[src/sceacc_pkg.sv]
package sceacc_pkg;

  localparam int COORD_W    = 24;
  localparam int DIFF_W     = COORD_W + 1;
  localparam int RADIUS_W   = 11;
  localparam int OFFSET_W   = 8;
  localparam int MARGIN_W   = 10;
  localparam int CUT_W      = 12;
  localparam int RR_W       = 13;
  localparam int URR_W      = 12;
  localparam int BIGR_W     = URR_W + 8;
  localparam int DSQ_W      = 50;
  localparam int MUL_IN_W   = 29;
  localparam int PROD_W     = 56;
  localparam int ROOT_W     = 40;
  localparam int CNT_W      = 5;
  localparam int ENERGY_W   = 14;
  localparam int SUM_W      = 48;
  localparam int CFG_IDX_W  = 8;
  localparam int CFG_DATA_W = 16;

  localparam int SQRT_STEPS = 20;
  localparam int DIV_STEPS  = 14;

  localparam logic [CFG_IDX_W-1:0] REG_RADIUS_OFFSET = 8'd0;
  localparam logic [CFG_IDX_W-1:0] REG_SEARCH_MARGIN = 8'd1;

  localparam logic [OFFSET_W-1:0] RADIUS_OFFSET_RST = 8'd64;
  localparam logic [MARGIN_W-1:0] SEARCH_MARGIN_RST = 10'd435;

  // 0.8254 in Q16, 57.273 in 1/256 units, 10.0 in 1/256 units
  localparam logic [15:0]         CORE_Q16    = 16'd54093;
  localparam logic [ENERGY_W-1:0] RAMP_SCALE  = 14'd14662;
  localparam logic [ENERGY_W-1:0] CORE_ENERGY = 14'd2560;
  localparam logic [SUM_W-1:0]    SUM_MAX     = {SUM_W{1'b1}};

  typedef enum logic {
    OP_SQRT,
    OP_DIV
  } root_op_t;

  typedef struct packed {
    logic              start;
    root_op_t          op;
    logic [ROOT_W-1:0] num;
    logic [ROOT_W-1:0] den;
  } root_req_t;

  typedef struct packed {
    logic              done;
    logic [ROOT_W-1:0] result;
  } root_sts_t;

endpackage

[src/sceacc_if.sv]
interface sceacc_in_if;
  import sceacc_pkg::*;

  logic                valid;
  logic                ready;
  logic [COORD_W-1:0]  a_x;
  logic [COORD_W-1:0]  a_y;
  logic [COORD_W-1:0]  a_z;
  logic [RADIUS_W-1:0] a_radius;
  logic [COORD_W-1:0]  b_x;
  logic [COORD_W-1:0]  b_y;
  logic [COORD_W-1:0]  b_z;
  logic [RADIUS_W-1:0] b_radius;
  logic                last_pair;

  modport source (
    output valid, a_x, a_y, a_z, a_radius, b_x, b_y, b_z, b_radius, last_pair,
    input  ready
  );
  modport sink (
    input  valid, a_x, a_y, a_z, a_radius, b_x, b_y, b_z, b_radius, last_pair,
    output ready
  );
endinterface

interface sceacc_out_if;
  import sceacc_pkg::*;

  logic             valid;
  logic             ready;
  logic [SUM_W-1:0] total_energy;
  logic             saturated;

  modport source (output valid, total_energy, saturated, input ready);
  modport sink (input valid, total_energy, saturated, output ready);
endinterface

interface sceacc_cfg_if;
  import sceacc_pkg::*;

  logic                  valid;
  logic                  ready;
  logic [CFG_IDX_W-1:0]  index;
  logic [CFG_DATA_W-1:0] data;

  modport source (output valid, index, data, input ready);
  modport sink (input valid, index, data, output ready);
endinterface

[src/sceacc_mul.sv]
module sceacc_mul (
  input  logic                                   clk,
  input  logic signed [sceacc_pkg::MUL_IN_W-1:0] op_a,
  input  logic signed [sceacc_pkg::MUL_IN_W-1:0] op_b,
  output logic        [sceacc_pkg::PROD_W-1:0]   prod_r
);
  import sceacc_pkg::*;

  logic signed [2*MUL_IN_W-1:0] prod_full;

  assign prod_full = op_a * op_b;

  // every product the sequencer asks for is nonnegative and fits PROD_W
  always_ff @(posedge clk) begin
    prod_r <= prod_full[PROD_W-1:0];
  end

endmodule

[src/sceacc_root.sv]
module sceacc_root (
  input  logic                  clk,
  input  logic                  rst_n,
  input  sceacc_pkg::root_req_t req,
  output sceacc_pkg::root_sts_t sts
);
  import sceacc_pkg::*;

  localparam logic [ROOT_W-1:0] SQRT_BIT0 = ROOT_W'(1) << (ROOT_W - 2);

  logic              busy_r;
  logic              done_r;
  logic [CNT_W-1:0]  cnt_r;
  root_op_t          op_r;
  logic [ROOT_W-1:0] rem_r;
  logic [ROOT_W-1:0] sub_r;
  logic [ROOT_W-1:0] q_r;

  logic [ROOT_W-1:0] trial;
  logic [ROOT_W-1:0] diff;
  logic              fits;

  // one shared compare-subtract serves both the root and the quotient digits
  assign trial = (op_r == OP_SQRT) ? q_r + sub_r : sub_r;
  assign fits  = rem_r >= trial;
  assign diff  = rem_r - trial;

  assign sts.done   = done_r;
  assign sts.result = q_r;

  always_ff @(posedge clk) begin
    if (!rst_n) begin
      busy_r <= 1'b0;
      done_r <= 1'b0;
      cnt_r  <= '0;
    end else begin
      done_r <= 1'b0;
      if (req.start) begin
        busy_r <= 1'b1;
        cnt_r  <= (req.op == OP_SQRT) ? CNT_W'(SQRT_STEPS - 1) : CNT_W'(DIV_STEPS - 1);
      end else if (busy_r) begin
        cnt_r <= cnt_r - 1'b1;
        if (cnt_r == '0) begin
          busy_r <= 1'b0;
          done_r <= 1'b1;
        end
      end
    end
  end

  always_ff @(posedge clk) begin
    if (req.start) begin
      op_r  <= req.op;
      rem_r <= req.num;
      q_r   <= '0;
      sub_r <= (req.op == OP_SQRT) ? SQRT_BIT0 : req.den;
    end else if (busy_r) begin
      if (fits) begin
        rem_r <= diff;
      end
      if (op_r == OP_SQRT) begin
        q_r   <= fits ? (q_r >> 1) + sub_r : q_r >> 1;
        sub_r <= sub_r >> 2;
      end else begin
        q_r   <= {q_r[ROOT_W-2:0], fits};
        sub_r <= sub_r >> 1;
      end
    end
  end

endmodule

[src/steric_clash_energy_accumulator_unit.sv]
// Steric clash scorer: each request is one atom pair, and energies add into a
// saturating 48-bit total that is emitted on the pair marked last_pair and then
// cleared. A pair that falls outside the neighbor cutoff or has a nonpositive
// radius sum finishes first, one outside the summed radii next, then one in
// the hard core, and a pair on the ramp takes longest, since the shared
// root/divide unit must first work through 20 square-root steps and then
// 14 quotient steps, one bit per cycle. The squares and threshold products go
// one per cycle through a single 29x29 multiplier. The input is ready only
// between pairs; a finished total waits in the output register while the next
// pair is taken, and the unit stalls only when a second total is due before the
// first left. Configuration writes are taken in every cycle.
module steric_clash_energy_accumulator_unit (
  input logic                clk,
  input logic                rst_n,
  sceacc_in_if.sink          in_ch,
  sceacc_out_if.source       out_ch,
  sceacc_cfg_if.sink         cfg_ch
);
  import sceacc_pkg::*;

  typedef enum logic [3:0] {
    S_IDLE,
    S_SQX,
    S_SQY,
    S_SQZ,
    S_CUT,
    S_RR,
    S_TQ,
    S_T2,
    S_CORE,
    S_SQRT,
    S_RAMP,
    S_DIV,
    S_ACC
  } state_t;

  state_t               state_r, state_nxt;
  logic [OFFSET_W-1:0]  off_r, off_nxt;
  logic [MARGIN_W-1:0]  margin_r, margin_nxt;
  logic [SUM_W-1:0]     sum_r, sum_nxt;
  logic                 ovf_r, ovf_nxt;
  logic                 out_valid_r, out_valid_nxt;
  logic [SUM_W-1:0]     out_total_r, out_total_nxt;
  logic                 out_sat_r, out_sat_nxt;
  logic [DIFF_W-1:0]    dx_r, dx_nxt;
  logic [DIFF_W-1:0]    dy_r, dy_nxt;
  logic [DIFF_W-1:0]    dz_r, dz_nxt;
  logic [CUT_W-1:0]     cut_r, cut_nxt;
  logic [RR_W-1:0]      rr_r, rr_nxt;
  logic                 last_r, last_nxt;
  logic [DSQ_W-1:0]     dsq_r, dsq_nxt;
  logic [ENERGY_W-1:0]  e_r, e_nxt;

  logic signed [MUL_IN_W-1:0] mul_a;
  logic signed [MUL_IN_W-1:0] mul_b;
  logic        [PROD_W-1:0]   prod_r;
  root_req_t                  root_req;
  root_sts_t                  root_sts;

  logic [URR_W-1:0]  urr;
  logic [BIGR_W-1:0] big_r;
  logic [BIGR_W:0]   root_s;
  logic [BIGR_W-1:0] s_clamp;
  logic [BIGR_W-1:0] ramp_diff;
  logic [PROD_W-1:0] dsq_wide;
  logic [SUM_W:0]    sum_add;
  logic              capped;
  logic [SUM_W-1:0]  acc_sum;
  logic              acc_ovf;

  sceacc_mul u_mul (
    .clk    (clk),
    .op_a   (mul_a),
    .op_b   (mul_b),
    .prod_r (prod_r)
  );

  sceacc_root u_root (
    .clk   (clk),
    .rst_n (rst_n),
    .req   (root_req),
    .sts   (root_sts)
  );

  assign urr       = rr_r[URR_W-1:0];
  assign big_r     = {urr, 8'b0};
  assign root_s    = root_sts.result[BIGR_W:0];
  assign s_clamp   = (root_s > {1'b0, big_r}) ? big_r : root_s[BIGR_W-1:0];
  assign ramp_diff = big_r - s_clamp;
  assign dsq_wide  = {{(PROD_W - DSQ_W){1'b0}}, dsq_r};

  assign sum_add = {1'b0, sum_r} + {{(SUM_W + 1 - ENERGY_W){1'b0}}, e_r};
  assign capped  = sum_add >= {1'b0, SUM_MAX};
  assign acc_sum = capped ? SUM_MAX : sum_add[SUM_W-1:0];
  assign acc_ovf = ovf_r | capped;

  assign in_ch.ready         = (state_r == S_IDLE);
  assign cfg_ch.ready        = 1'b1;
  assign out_ch.valid        = out_valid_r;
  assign out_ch.total_energy = out_total_r;
  assign out_ch.saturated    = out_sat_r;

  always_comb begin
    state_nxt     = state_r;
    off_nxt       = off_r;
    margin_nxt    = margin_r;
    sum_nxt       = sum_r;
    ovf_nxt       = ovf_r;
    out_valid_nxt = out_valid_r;
    out_total_nxt = out_total_r;
    out_sat_nxt   = out_sat_r;
    dx_nxt        = dx_r;
    dy_nxt        = dy_r;
    dz_nxt        = dz_r;
    cut_nxt       = cut_r;
    rr_nxt        = rr_r;
    last_nxt      = last_r;
    dsq_nxt       = dsq_r;
    e_nxt         = e_r;
    mul_a         = '0;
    mul_b         = '0;
    root_req      = '0;

    if (cfg_ch.valid) begin
      unique case (cfg_ch.index)
        REG_RADIUS_OFFSET: off_nxt = cfg_ch.data[OFFSET_W-1:0];
        REG_SEARCH_MARGIN: margin_nxt = cfg_ch.data[MARGIN_W-1:0];
        default: ;
      endcase
    end

    if (out_ch.ready) begin
      out_valid_nxt = 1'b0;
    end

    unique case (state_r)
      S_IDLE: begin
        if (in_ch.valid) begin
          dx_nxt   = {in_ch.b_x[COORD_W-1], in_ch.b_x} - {in_ch.a_x[COORD_W-1], in_ch.a_x};
          dy_nxt   = {in_ch.b_y[COORD_W-1], in_ch.b_y} - {in_ch.a_y[COORD_W-1], in_ch.a_y};
          dz_nxt   = {in_ch.b_z[COORD_W-1], in_ch.b_z} - {in_ch.a_z[COORD_W-1], in_ch.a_z};
          cut_nxt  = {1'b0, in_ch.a_radius} + {2'b0, margin_r};
          rr_nxt   = {2'b0, in_ch.a_radius} + {2'b0, in_ch.b_radius}
                     - {{(RR_W - OFFSET_W - 1){1'b0}}, off_r, 1'b0};
          last_nxt = in_ch.last_pair;
          state_nxt = S_SQX;
        end
      end
      S_SQX: begin
        mul_a     = {{(MUL_IN_W - DIFF_W){dx_r[DIFF_W-1]}}, dx_r};
        mul_b     = mul_a;
        state_nxt = S_SQY;
      end
      S_SQY: begin
        mul_a     = {{(MUL_IN_W - DIFF_W){dy_r[DIFF_W-1]}}, dy_r};
        mul_b     = mul_a;
        dsq_nxt   = prod_r[DSQ_W-1:0];
        state_nxt = S_SQZ;
      end
      S_SQZ: begin
        mul_a     = {{(MUL_IN_W - DIFF_W){dz_r[DIFF_W-1]}}, dz_r};
        mul_b     = mul_a;
        dsq_nxt   = dsq_r + prod_r[DSQ_W-1:0];
        state_nxt = S_CUT;
      end
      S_CUT: begin
        mul_a     = {{(MUL_IN_W - CUT_W){1'b0}}, cut_r};
        mul_b     = mul_a;
        dsq_nxt   = dsq_r + prod_r[DSQ_W-1:0];
        state_nxt = S_RR;
      end
      S_RR: begin
        // product holds the cutoff squared
        mul_a = {{(MUL_IN_W - URR_W){1'b0}}, urr};
        mul_b = mul_a;
        if (dsq_wide > prod_r || rr_r[RR_W-1] || rr_r == '0) begin
          e_nxt     = '0;
          state_nxt = S_ACC;
        end else begin
          state_nxt = S_TQ;
        end
      end
      S_TQ: begin
        // product holds rr squared
        mul_a = {{(MUL_IN_W - 16){1'b0}}, CORE_Q16};
        mul_b = {{(MUL_IN_W - URR_W){1'b0}}, urr};
        if (dsq_wide > prod_r) begin
          e_nxt     = '0;
          state_nxt = S_ACC;
        end else begin
          state_nxt = S_T2;
        end
      end
      S_T2: begin
        mul_a     = {1'b0, prod_r[MUL_IN_W-2:0]};
        mul_b     = mul_a;
        state_nxt = S_CORE;
      end
      S_CORE: begin
        // dsq now fits 24 bits since it lies within rr squared
        if ({dsq_r[23:0], 32'b0} < prod_r) begin
          e_nxt     = CORE_ENERGY;
          state_nxt = S_ACC;
        end else begin
          root_req.start = 1'b1;
          root_req.op    = OP_SQRT;
          root_req.num   = {dsq_r[23:0], 16'b0};
          state_nxt      = S_SQRT;
        end
      end
      S_SQRT: begin
        if (root_sts.done) begin
          mul_a     = {{(MUL_IN_W - ENERGY_W){1'b0}}, RAMP_SCALE};
          mul_b     = {{(MUL_IN_W - BIGR_W){1'b0}}, ramp_diff};
          state_nxt = S_RAMP;
        end
      end
      S_RAMP: begin
        root_req.start = 1'b1;
        root_req.op    = OP_DIV;
        root_req.num   = prod_r[ROOT_W-1:0];
        root_req.den   = {{(ROOT_W - BIGR_W - DIV_STEPS + 1){1'b0}}, big_r,
                          {(DIV_STEPS - 1){1'b0}}};
        state_nxt      = S_DIV;
      end
      S_DIV: begin
        if (root_sts.done) begin
          e_nxt     = root_sts.result[ENERGY_W-1:0];
          state_nxt = S_ACC;
        end
      end
      S_ACC: begin
        // hold a last pair while an earlier total still waits at the output
        if (!(last_r && out_valid_r && !out_ch.ready)) begin
          if (last_r) begin
            out_valid_nxt = 1'b1;
            out_total_nxt = acc_sum;
            out_sat_nxt   = acc_ovf;
            sum_nxt       = '0;
            ovf_nxt       = 1'b0;
          end else begin
            sum_nxt = acc_sum;
            ovf_nxt = acc_ovf;
          end
          state_nxt = S_IDLE;
        end
      end
      default: state_nxt = S_IDLE;
    endcase
  end

  always_ff @(posedge clk) begin
    if (!rst_n) begin
      state_r     <= S_IDLE;
      off_r       <= RADIUS_OFFSET_RST;
      margin_r    <= SEARCH_MARGIN_RST;
      sum_r       <= '0;
      ovf_r       <= 1'b0;
      out_valid_r <= 1'b0;
    end else begin
      state_r     <= state_nxt;
      off_r       <= off_nxt;
      margin_r    <= margin_nxt;
      sum_r       <= sum_nxt;
      ovf_r       <= ovf_nxt;
      out_valid_r <= out_valid_nxt;
      out_total_r <= out_total_nxt;
      out_sat_r   <= out_sat_nxt;
      dx_r        <= dx_nxt;
      dy_r        <= dy_nxt;
      dz_r        <= dz_nxt;
      cut_r       <= cut_nxt;
      rr_r        <= rr_nxt;
      last_r      <= last_nxt;
      dsq_r       <= dsq_nxt;
      e_r         <= e_nxt;
    end
  end

  a_root_done_expected: assert property (@(posedge clk) disable iff (!rst_n)
    root_sts.done |-> (state_r == S_SQRT || state_r == S_DIV))
    else $error("root unit finished outside a waiting state");

  a_ovf_pins_sum: assert property (@(posedge clk) disable iff (!rst_n)
    ovf_r |-> sum_r == SUM_MAX)
    else $error("overflow flag set without a capped sum");

  a_energy_bound: assert property (@(posedge clk) disable iff (!rst_n)
    state_r == S_ACC |-> e_r <= RAMP_SCALE)
    else $error("pair energy above ramp ceiling");

  a_out_from_acc: assert property (@(posedge clk) disable iff (!rst_n)
    $rose(out_valid_r) |-> $past(state_r == S_ACC && last_r))
    else $error("total emitted without a last pair");

endmodule

[src/flat_wrapper.sv]
// flat-port wrapper written by rule: the top's interface ports become plain ports
module steric_clash_energy_accumulator_unit_flat import sceacc_pkg::*;
  (clk, rst_n, in_ch_valid, in_ch_a_x, in_ch_a_y, in_ch_a_z, in_ch_a_radius, in_ch_b_x, in_ch_b_y, in_ch_b_z, in_ch_b_radius, in_ch_last_pair, in_ch_ready, out_ch_valid, out_ch_total_energy, out_ch_saturated, out_ch_ready, cfg_ch_valid, cfg_ch_index, cfg_ch_data, cfg_ch_ready);
  sceacc_in_if in_ch_i ();
  sceacc_out_if out_ch_i ();
  sceacc_cfg_if cfg_ch_i ();
  input logic clk;
  input logic rst_n;
  input wire logic [$bits(in_ch_i.valid)-1:0] in_ch_valid;
  input wire logic [$bits(in_ch_i.a_x)-1:0] in_ch_a_x;
  input wire logic [$bits(in_ch_i.a_y)-1:0] in_ch_a_y;
  input wire logic [$bits(in_ch_i.a_z)-1:0] in_ch_a_z;
  input wire logic [$bits(in_ch_i.a_radius)-1:0] in_ch_a_radius;
  input wire logic [$bits(in_ch_i.b_x)-1:0] in_ch_b_x;
  input wire logic [$bits(in_ch_i.b_y)-1:0] in_ch_b_y;
  input wire logic [$bits(in_ch_i.b_z)-1:0] in_ch_b_z;
  input wire logic [$bits(in_ch_i.b_radius)-1:0] in_ch_b_radius;
  input wire logic [$bits(in_ch_i.last_pair)-1:0] in_ch_last_pair;
  output wire logic [$bits(in_ch_i.ready)-1:0] in_ch_ready;
  output wire logic [$bits(out_ch_i.valid)-1:0] out_ch_valid;
  output wire logic [$bits(out_ch_i.total_energy)-1:0] out_ch_total_energy;
  output wire logic [$bits(out_ch_i.saturated)-1:0] out_ch_saturated;
  input wire logic [$bits(out_ch_i.ready)-1:0] out_ch_ready;
  input wire logic [$bits(cfg_ch_i.valid)-1:0] cfg_ch_valid;
  input wire logic [$bits(cfg_ch_i.index)-1:0] cfg_ch_index;
  input wire logic [$bits(cfg_ch_i.data)-1:0] cfg_ch_data;
  output wire logic [$bits(cfg_ch_i.ready)-1:0] cfg_ch_ready;
  assign in_ch_i.valid = in_ch_valid;
  assign in_ch_i.a_x = in_ch_a_x;
  assign in_ch_i.a_y = in_ch_a_y;
  assign in_ch_i.a_z = in_ch_a_z;
  assign in_ch_i.a_radius = in_ch_a_radius;
  assign in_ch_i.b_x = in_ch_b_x;
  assign in_ch_i.b_y = in_ch_b_y;
  assign in_ch_i.b_z = in_ch_b_z;
  assign in_ch_i.b_radius = in_ch_b_radius;
  assign in_ch_i.last_pair = in_ch_last_pair;
  assign in_ch_ready = in_ch_i.ready;
  assign out_ch_valid = out_ch_i.valid;
  assign out_ch_total_energy = out_ch_i.total_energy;
  assign out_ch_saturated = out_ch_i.saturated;
  assign out_ch_i.ready = out_ch_ready;
  assign cfg_ch_i.valid = cfg_ch_valid;
  assign cfg_ch_i.index = cfg_ch_index;
  assign cfg_ch_i.data = cfg_ch_data;
  assign cfg_ch_ready = cfg_ch_i.ready;
  steric_clash_energy_accumulator_unit u_core (.clk(clk), .rst_n(rst_n), .in_ch(in_ch_i), .out_ch(out_ch_i), .cfg_ch(cfg_ch_i));
endmodule
[config.mk]
export PLATFORM = sky130hd
export DESIGN_NAME = steric_clash_energy_accumulator_unit_flat
export DESIGN_NICKNAME = d
export VERILOG_FILES = /design/src/sceacc_pkg.sv /design/src/sceacc_if.sv /design/src/sceacc_mul.sv /design/src/sceacc_root.sv /design/src/steric_clash_energy_accumulator_unit.sv /design/src/flat_wrapper.sv
export SDC_FILE = /design/constraint.sdc
export NUM_CORES = 2
export LEC_CHECK = 0
export BUFFER_PORTS_ARGS = -buffer_cell sky130_fd_sc_hd__buf_4
export CAP_MARGIN = 20
export CORE_ASPECT_RATIO = 1.2
export CORE_MARGIN = 3
export CORE_UTILIZATION = 40
export CTS_CLUSTER_DIAMETER = 30
export DETAILED_ROUTE_END_ITERATION = 8
export HOLD_SLACK_MARGIN = 0.02
export MAX_ROUTING_LAYER = met4
export PLACE_DENSITY_LB_ADDON = 0.05
export SYNTH_ARGS = -nofsm -noshare
export SYNTH_HDL_FRONTEND = slang
export SYNTH_SLANG_ARGS = --single-unit
export TNS_END_PERCENT = 50
[constraint.sdc]
create_clock -name clk -period 29.5 [get_ports clk]
set_input_delay 2.95 -clock clk [delete_from_list [all_inputs] [get_ports clk]]
set_output_delay 2.95 -clock clk [all_outputs]
set_load 0.03 [all_outputs]
# Yosys cells after proc, flatten, opt, wreduce, memory -nomap -nowiden
# Cells that the tools add are included.
# word_totals
register_bits	470
out_inout_bits	52
elab_cells	138
# classes
add_sub_neg	13
n_mul	1
n_lt_le_gt_ge	5
eq_ne	20
muxes	46
bitwise	4
reduce_logical	25
# op_table
operator	count
$mux W40	9
$pmux W29 S8	1
$pmux W29 S7	1
$pmux W50 S2	1
$mux W48	2
$pmux W42 S2	1
$sub A24 B24 Y25	3
$mux W14	5
$gt A50 B56 Y1	1
$lt A56 B56 Y1	1
$mul A29 B29 Y56	1
$pmux W14 S4	1
$pmux W4 S13	1
$add A50 B50 Y50	1
$add A48 B14 Y49	1
$ge A49 B48 Y1 const B	1
$mux W42	1
$add A39 B40 Y40	1
$add A40 B40 Y40	1
$ge A40 B40 Y1	1
$mux W20	2
$sub A40 B40 Y40	1
$mux W39	1
$mux W33	1
other kinds (34)	74

# Depth between registers and ports, before layout
# depth
ltp_word	6
ltp_mapped	50

# Cells and area by module
# From an unflattened synthesis, not the netlist that was laid out.
# unflattened
hier_cells	7668
area_unflattened_um2	67736.2
# modules_own_cells
mod	instances	cells_each	area_each_um2	seq_area_each_um2
sceacc_mul	1	3364	31445.2	1121.1
steric_clash_energy_accumulator_unit	1	2676	23287.3	7867.5
sceacc_root	1	1628	13003.7	3373.2

# Worst setup path after synthesis
# OpenSTA, ideal clock, no wires.
# synth_timing
path_kind	reg2reg
startpoint	register u_core.rr_r[3]
endpoint	register u_core.u_mul.prod_r[51] in the netlist's numbering
setup_time_ns	0.121
arrival_ns	11.250
required_ns	29.379
setup_slack_ns	18.129
path_stages_with_launch	47
path_buffers	4
period_less_slack_ns	11.371
cell_sequence	edfxtp_1 > clkbuf_1 > inv_1 > ha_1 > nand3_1 > o21bai_1 > a21oi_1 > o221ai_1 > and2_1 > a21oi_1 > clkbuf_1 > buf_1 > mux2i_1 > ha_1 > a21o_1 > or2_1 > a21o_1 > a21o_1 > [11 not listed] > fa_1 > fa_1 > fa_1 > inv_1 > fa_1 > inv_1 > ha_1 > nand4_1 > a21oi_1 > nand2_1 > o21ai_0 > a31oi_1 > o21a_1 > a211o_1 > o31ai_1 > a21o_1 > a21oi_1 > xnor2_1
# synth_between
elab_chain_len	6
# synth_lines
element	line	rtl
start, declared	steric_clash_energy_accumulator_unit.sv:49	logic [RR_W-1:0] rr_r, rr_nxt;
start signal, assigned	steric_clash_energy_accumulator_unit.sv:273	rr_r <= rr_nxt;
$gt A21 B20 Y1	steric_clash_energy_accumulator_unit.sv:88	assign s_clamp = (root_s > {1'b0, big_r}) ? big_r : root_s[BIGR_W-1:0];
$mux W20	steric_clash_energy_accumulator_unit.sv:88	
$sub A20 B20 Y20	steric_clash_energy_accumulator_unit.sv:89	assign ramp_diff = big_r - s_clamp;
$mux W20	steric_clash_energy_accumulator_unit.sv:212	if (root_sts.done) begin
$pmux W29 S7	steric_clash_energy_accumulator_unit.sv:136	unique case (state_r)
$mul A29 B29 Y56 *	sceacc_mul.sv:11	assign prod_full = op_a * op_b;
net u_core.u_mul.prod_full[51]	sceacc_mul.sv:9	logic signed [2*MUL_IN_W-1:0] prod_full;
end signal, assigned	sceacc_mul.sv:15	prod_r <= prod_full[PROD_W-1:0];
end, declared	sceacc_mul.sv:5	output logic [sceacc_pkg::PROD_W-1:0] prod_r
# Mark *: on every way through the listed nets, which the timed path passes. The rest lies on a longest branch.
# A chain may end at the register's enable or synchronous reset.

# Worst setup path after layout
# layout_timing
startpoint	register u_core.rr_r[3]
endpoint	register u_core.u_mul.prod_r[54] in the netlist's numbering
# Same word-level chain as after synthesis.

==> results.md <==
- DR vias: 52800
- GRT Total Usage: 0.271
- Critical Path RT: 30140 ps
- GP Congestion: 0.912
- Status: finished clean
- Net Switching: 5.10 mW
- Worst hold path class: register to register
- Maximum buffer depth of the clock tree: 3
- Max Fclk: 75.8 MHz
- Final Hold Viols: 0
- Post-Layout Cell Count: 9886
- Clock power frac: 0.148
- Clock sinks: 469
- DR WL/cell: 22.3 um
- Max-slew headroom: 0.142
- RSZ-0062 raised after global routing: false
- Layout cell share with drive strength beyond 1: 0.0863
- Cells after Synth: 7464
- Clock Latency Late Sink: 770 ps
- Most frequent cell after synthesis: inv_1
- Slowest cell on the critical path: edfxtp_1
- Post-cts sizing count: 0
- DP Cell Count: 9651
- Synthesized area: 65400 um^2
- Setup_tns: 0 ps
- Hold Crit Depth: 2
- # DRC: 0
- Slew @ Worst Pin: 1280 ps
- Top_reg_cell synth: edfxtp_1
- Post-synth EDFFs: 294
- Detailed Route Iter0 Violations: 3034
- Tcrit/Tclk final: 0.447
- Switching Fraction: 0.520
- GR Overflow Total: 0
- Hold_ws: 479 ps
- Synth area leader: fa_1
- Worst Path Arrival: 13830 ps
- Sequential Power Share: 0.107
- Root Buffer: clkbuf_16
- Tot Pwr: 9.82 mW
- Vias in the first global route: 54900
- Top cells by count, synth: inv_1, fa_1, nor2_1, nand2_1, ha_1
- Min Clock Period, post-route: 13190 ps
- Die H: 449 um
- Worst-path clk slew: 50 ps
- Worst R2R Setup Slack: 16310 ps
- DR vias/cell: 5.34
- Number of port buffers: 240
- Critical Path Most Common Cell: fa_1
- Die Wd: 375 um
- Critical path peak fanout: 16
- Max Cap Viol: 0
- Pint: 4.72 mW
- Post-synthesis sequential area ratio: 0.189
- Starting Density: 0.405
- Total wire length: 220000 um
- Area of the core: 161000 um^2
- Max incr delay on CP: 640 ps
- Final setup viols: 0
- Maximum vdd drop: 0.232 mV
- Cts bufs inserted: 121
- Worst Hold Launch: u_core.sum_r[36]
- Antenna violations before repair: 1
- Largest net degree at the start of global routing: 69
- Synth top area share: 0.273
- ANT nets after route: 0
- Post-route setup slack: 16310 ps
- Rows: 161
- DP Worst Slack: 16040 ps
- Leakage power: 35.1 nW
- Post-CTS Setup Repair Bufs: 0
- Worst Setup Path Type: register to register
- Synth Warn #: 0
- Hold Buf Count CTS: 0
- First-pass GRT wire length: 337000 um
- Area growth syn-to-layout: 13.8%
- R2R depth: 44
- Yosys cell types: 92
- CTS H-tree lvls: 3
- Synth Area per Inst: 8.76 um^2
- R2R Path Start: u_core.rr_r[3]
- Critical Path Sink Type: register
- FF-to-FF End: u_core.u_mul.prod_r[54]
- DRT Pass-1 Iters: 7
- End of the worst hold path: u_core.sum_r[36]
- #FFs+latches synth: 469
- CP Launch Type: register
- Synth top area cells: fa_1, edfxtp_1, ha_1, inv_1, dfxtp_1
- TritonCTS clock tree: yes
- Worst Skew: 76.3 ps
- I/O pin count: 248
- Ys async rst share: 0
- DPL Wire Length: 173000 um
- PwrDens: 132 nW/um^2
- Nets@finish: 9294
- Final Slew Violations: 0
- Logic pwr share: 0.745
- Die area: 168000 um^2
-- placed cells by master, fill, tap and decap left out, types with 106 or more instances in the layout --
cell type,instances
inv_1,1428
fa_1,892
nor2_1,705
nand2_1,634
ha_1,549
a21oi_1,437
buf_4,344
o21ai_0,313
edfxtp_1,294
xnor2_1,248
dfxtp_1,175
a21o_1,130
clkbuf_16,121
nand3_1,111
xor2_1,106
-- worst max path at each step --
stage	depth (start not counted)	to	from	slack [ps]
2_1_floorplan	46	u_core.u_mul.prod_r[51]	u_core.rr_r[3]	18130
3_3_place_gp	41	u_core.u_mul.prod_r[51]	u_core.rr_r[8]	16080
3_5_place_dp	42	u_core.u_mul.prod_r[54]	u_core.rr_r[8]	16040
4_1_cts	43	u_core.u_mul.prod_r[54]	u_core.rr_r[3]	16010
5_1_grt	43	u_core.u_mul.prod_r[51]	u_core.rr_r[1]	15640
6_report	44	u_core.u_mul.prod_r[54]	u_core.rr_r[3]	16310
-- stage by stage --
stage | cell area, um^2 | utilization
6_report | 74300 | 0.461
5_1_grt | 74300 | 0.461
4_1_cts | 74300 | 0.461
3_5_place_dp | 69800 | 0.433
3_3_place_gp | 69800 | 0.433
2_1_floorplan | 65400 | -
-- kinds of logic after synthesis --
family | Yosys count | synth area share
AOI/OAI and AO/OA | 1414 | 0.137
xor gates and xnor gates | 354 | 0.0474
adders and majority gates | 1441 | 0.378
buffers and inverters | 1717 | 0.0995
DFF | 469 | 0.189
muxes | 85 | 0.0131
other | 1 | 0.0000574
and+or+nand+nor | 1983 | 0.136
-- critical path: cells and delay by family, from the launching register on --
kind            cells  cell delay (ps)
compound gates     18             4920
xor+xnor            1              150
fa+ha+maj          11             4990
buf+inv             8              680
flops               1              640
mux                 1              250
simple gates        5             1390
-- flip-flops by register name, summed over array words and instances, names as in the netlist, 13 cells and up --
name	cells
u_core.u_root.sub_r	39
u_core.u_mul.prod_r	56
u_core.out_ch.total_energy	48
u_core.sum_r	48
u_core.dy_r	25
u_core.u_root.q_r	40
u_core.rr_r	13
u_core.dx_r	25
u_core.dz_r	25
u_core.dsq_r	50
u_core.u_root.rem_r	40
u_core.e_r	14
-- cell type report --
type | instances | area, um^2
multi-input cells | 5281 | 46800
clock buffers | 144 | 3190
repair buffers | 346 | 2610
inverters | 1438 | 5400
clock inverters | 88 | 1330
diodes | 1 | 2.50
well taps | 2119 | 2650
flip-flops and latches | 469 | 12300
fillers | 16000 | 87000
-- power groups by stage --
stage | clock network (mW) | logic (mW) | registers [mW]
2_1_floorplan | 0 | 5.19 | 0.945
3_3_place_gp | 0 | 7.34 | 1.06
3_5_place_dp | 0 | 7.38 | 1.06
4_1_cts | 1.48 | 7.43 | 1.05
5_1_grt | 1.52 | 8.30 | 1.05
6_report | 1.45 | 7.32 | 1.05
-- routing by layer --
metal  GRT usage  routed length (um)  vias up  part of all wire
met5           -                   0        -                 0
met4       0.121               11600        0             0.053
met3      0.0283                8340      383             0.038
met2       0.471              112000     1193              0.51
met1       0.316               88800    26600              0.40
li1            -                   -    24600                 -
No activity file was read; power rests on OpenSTA's default activity.
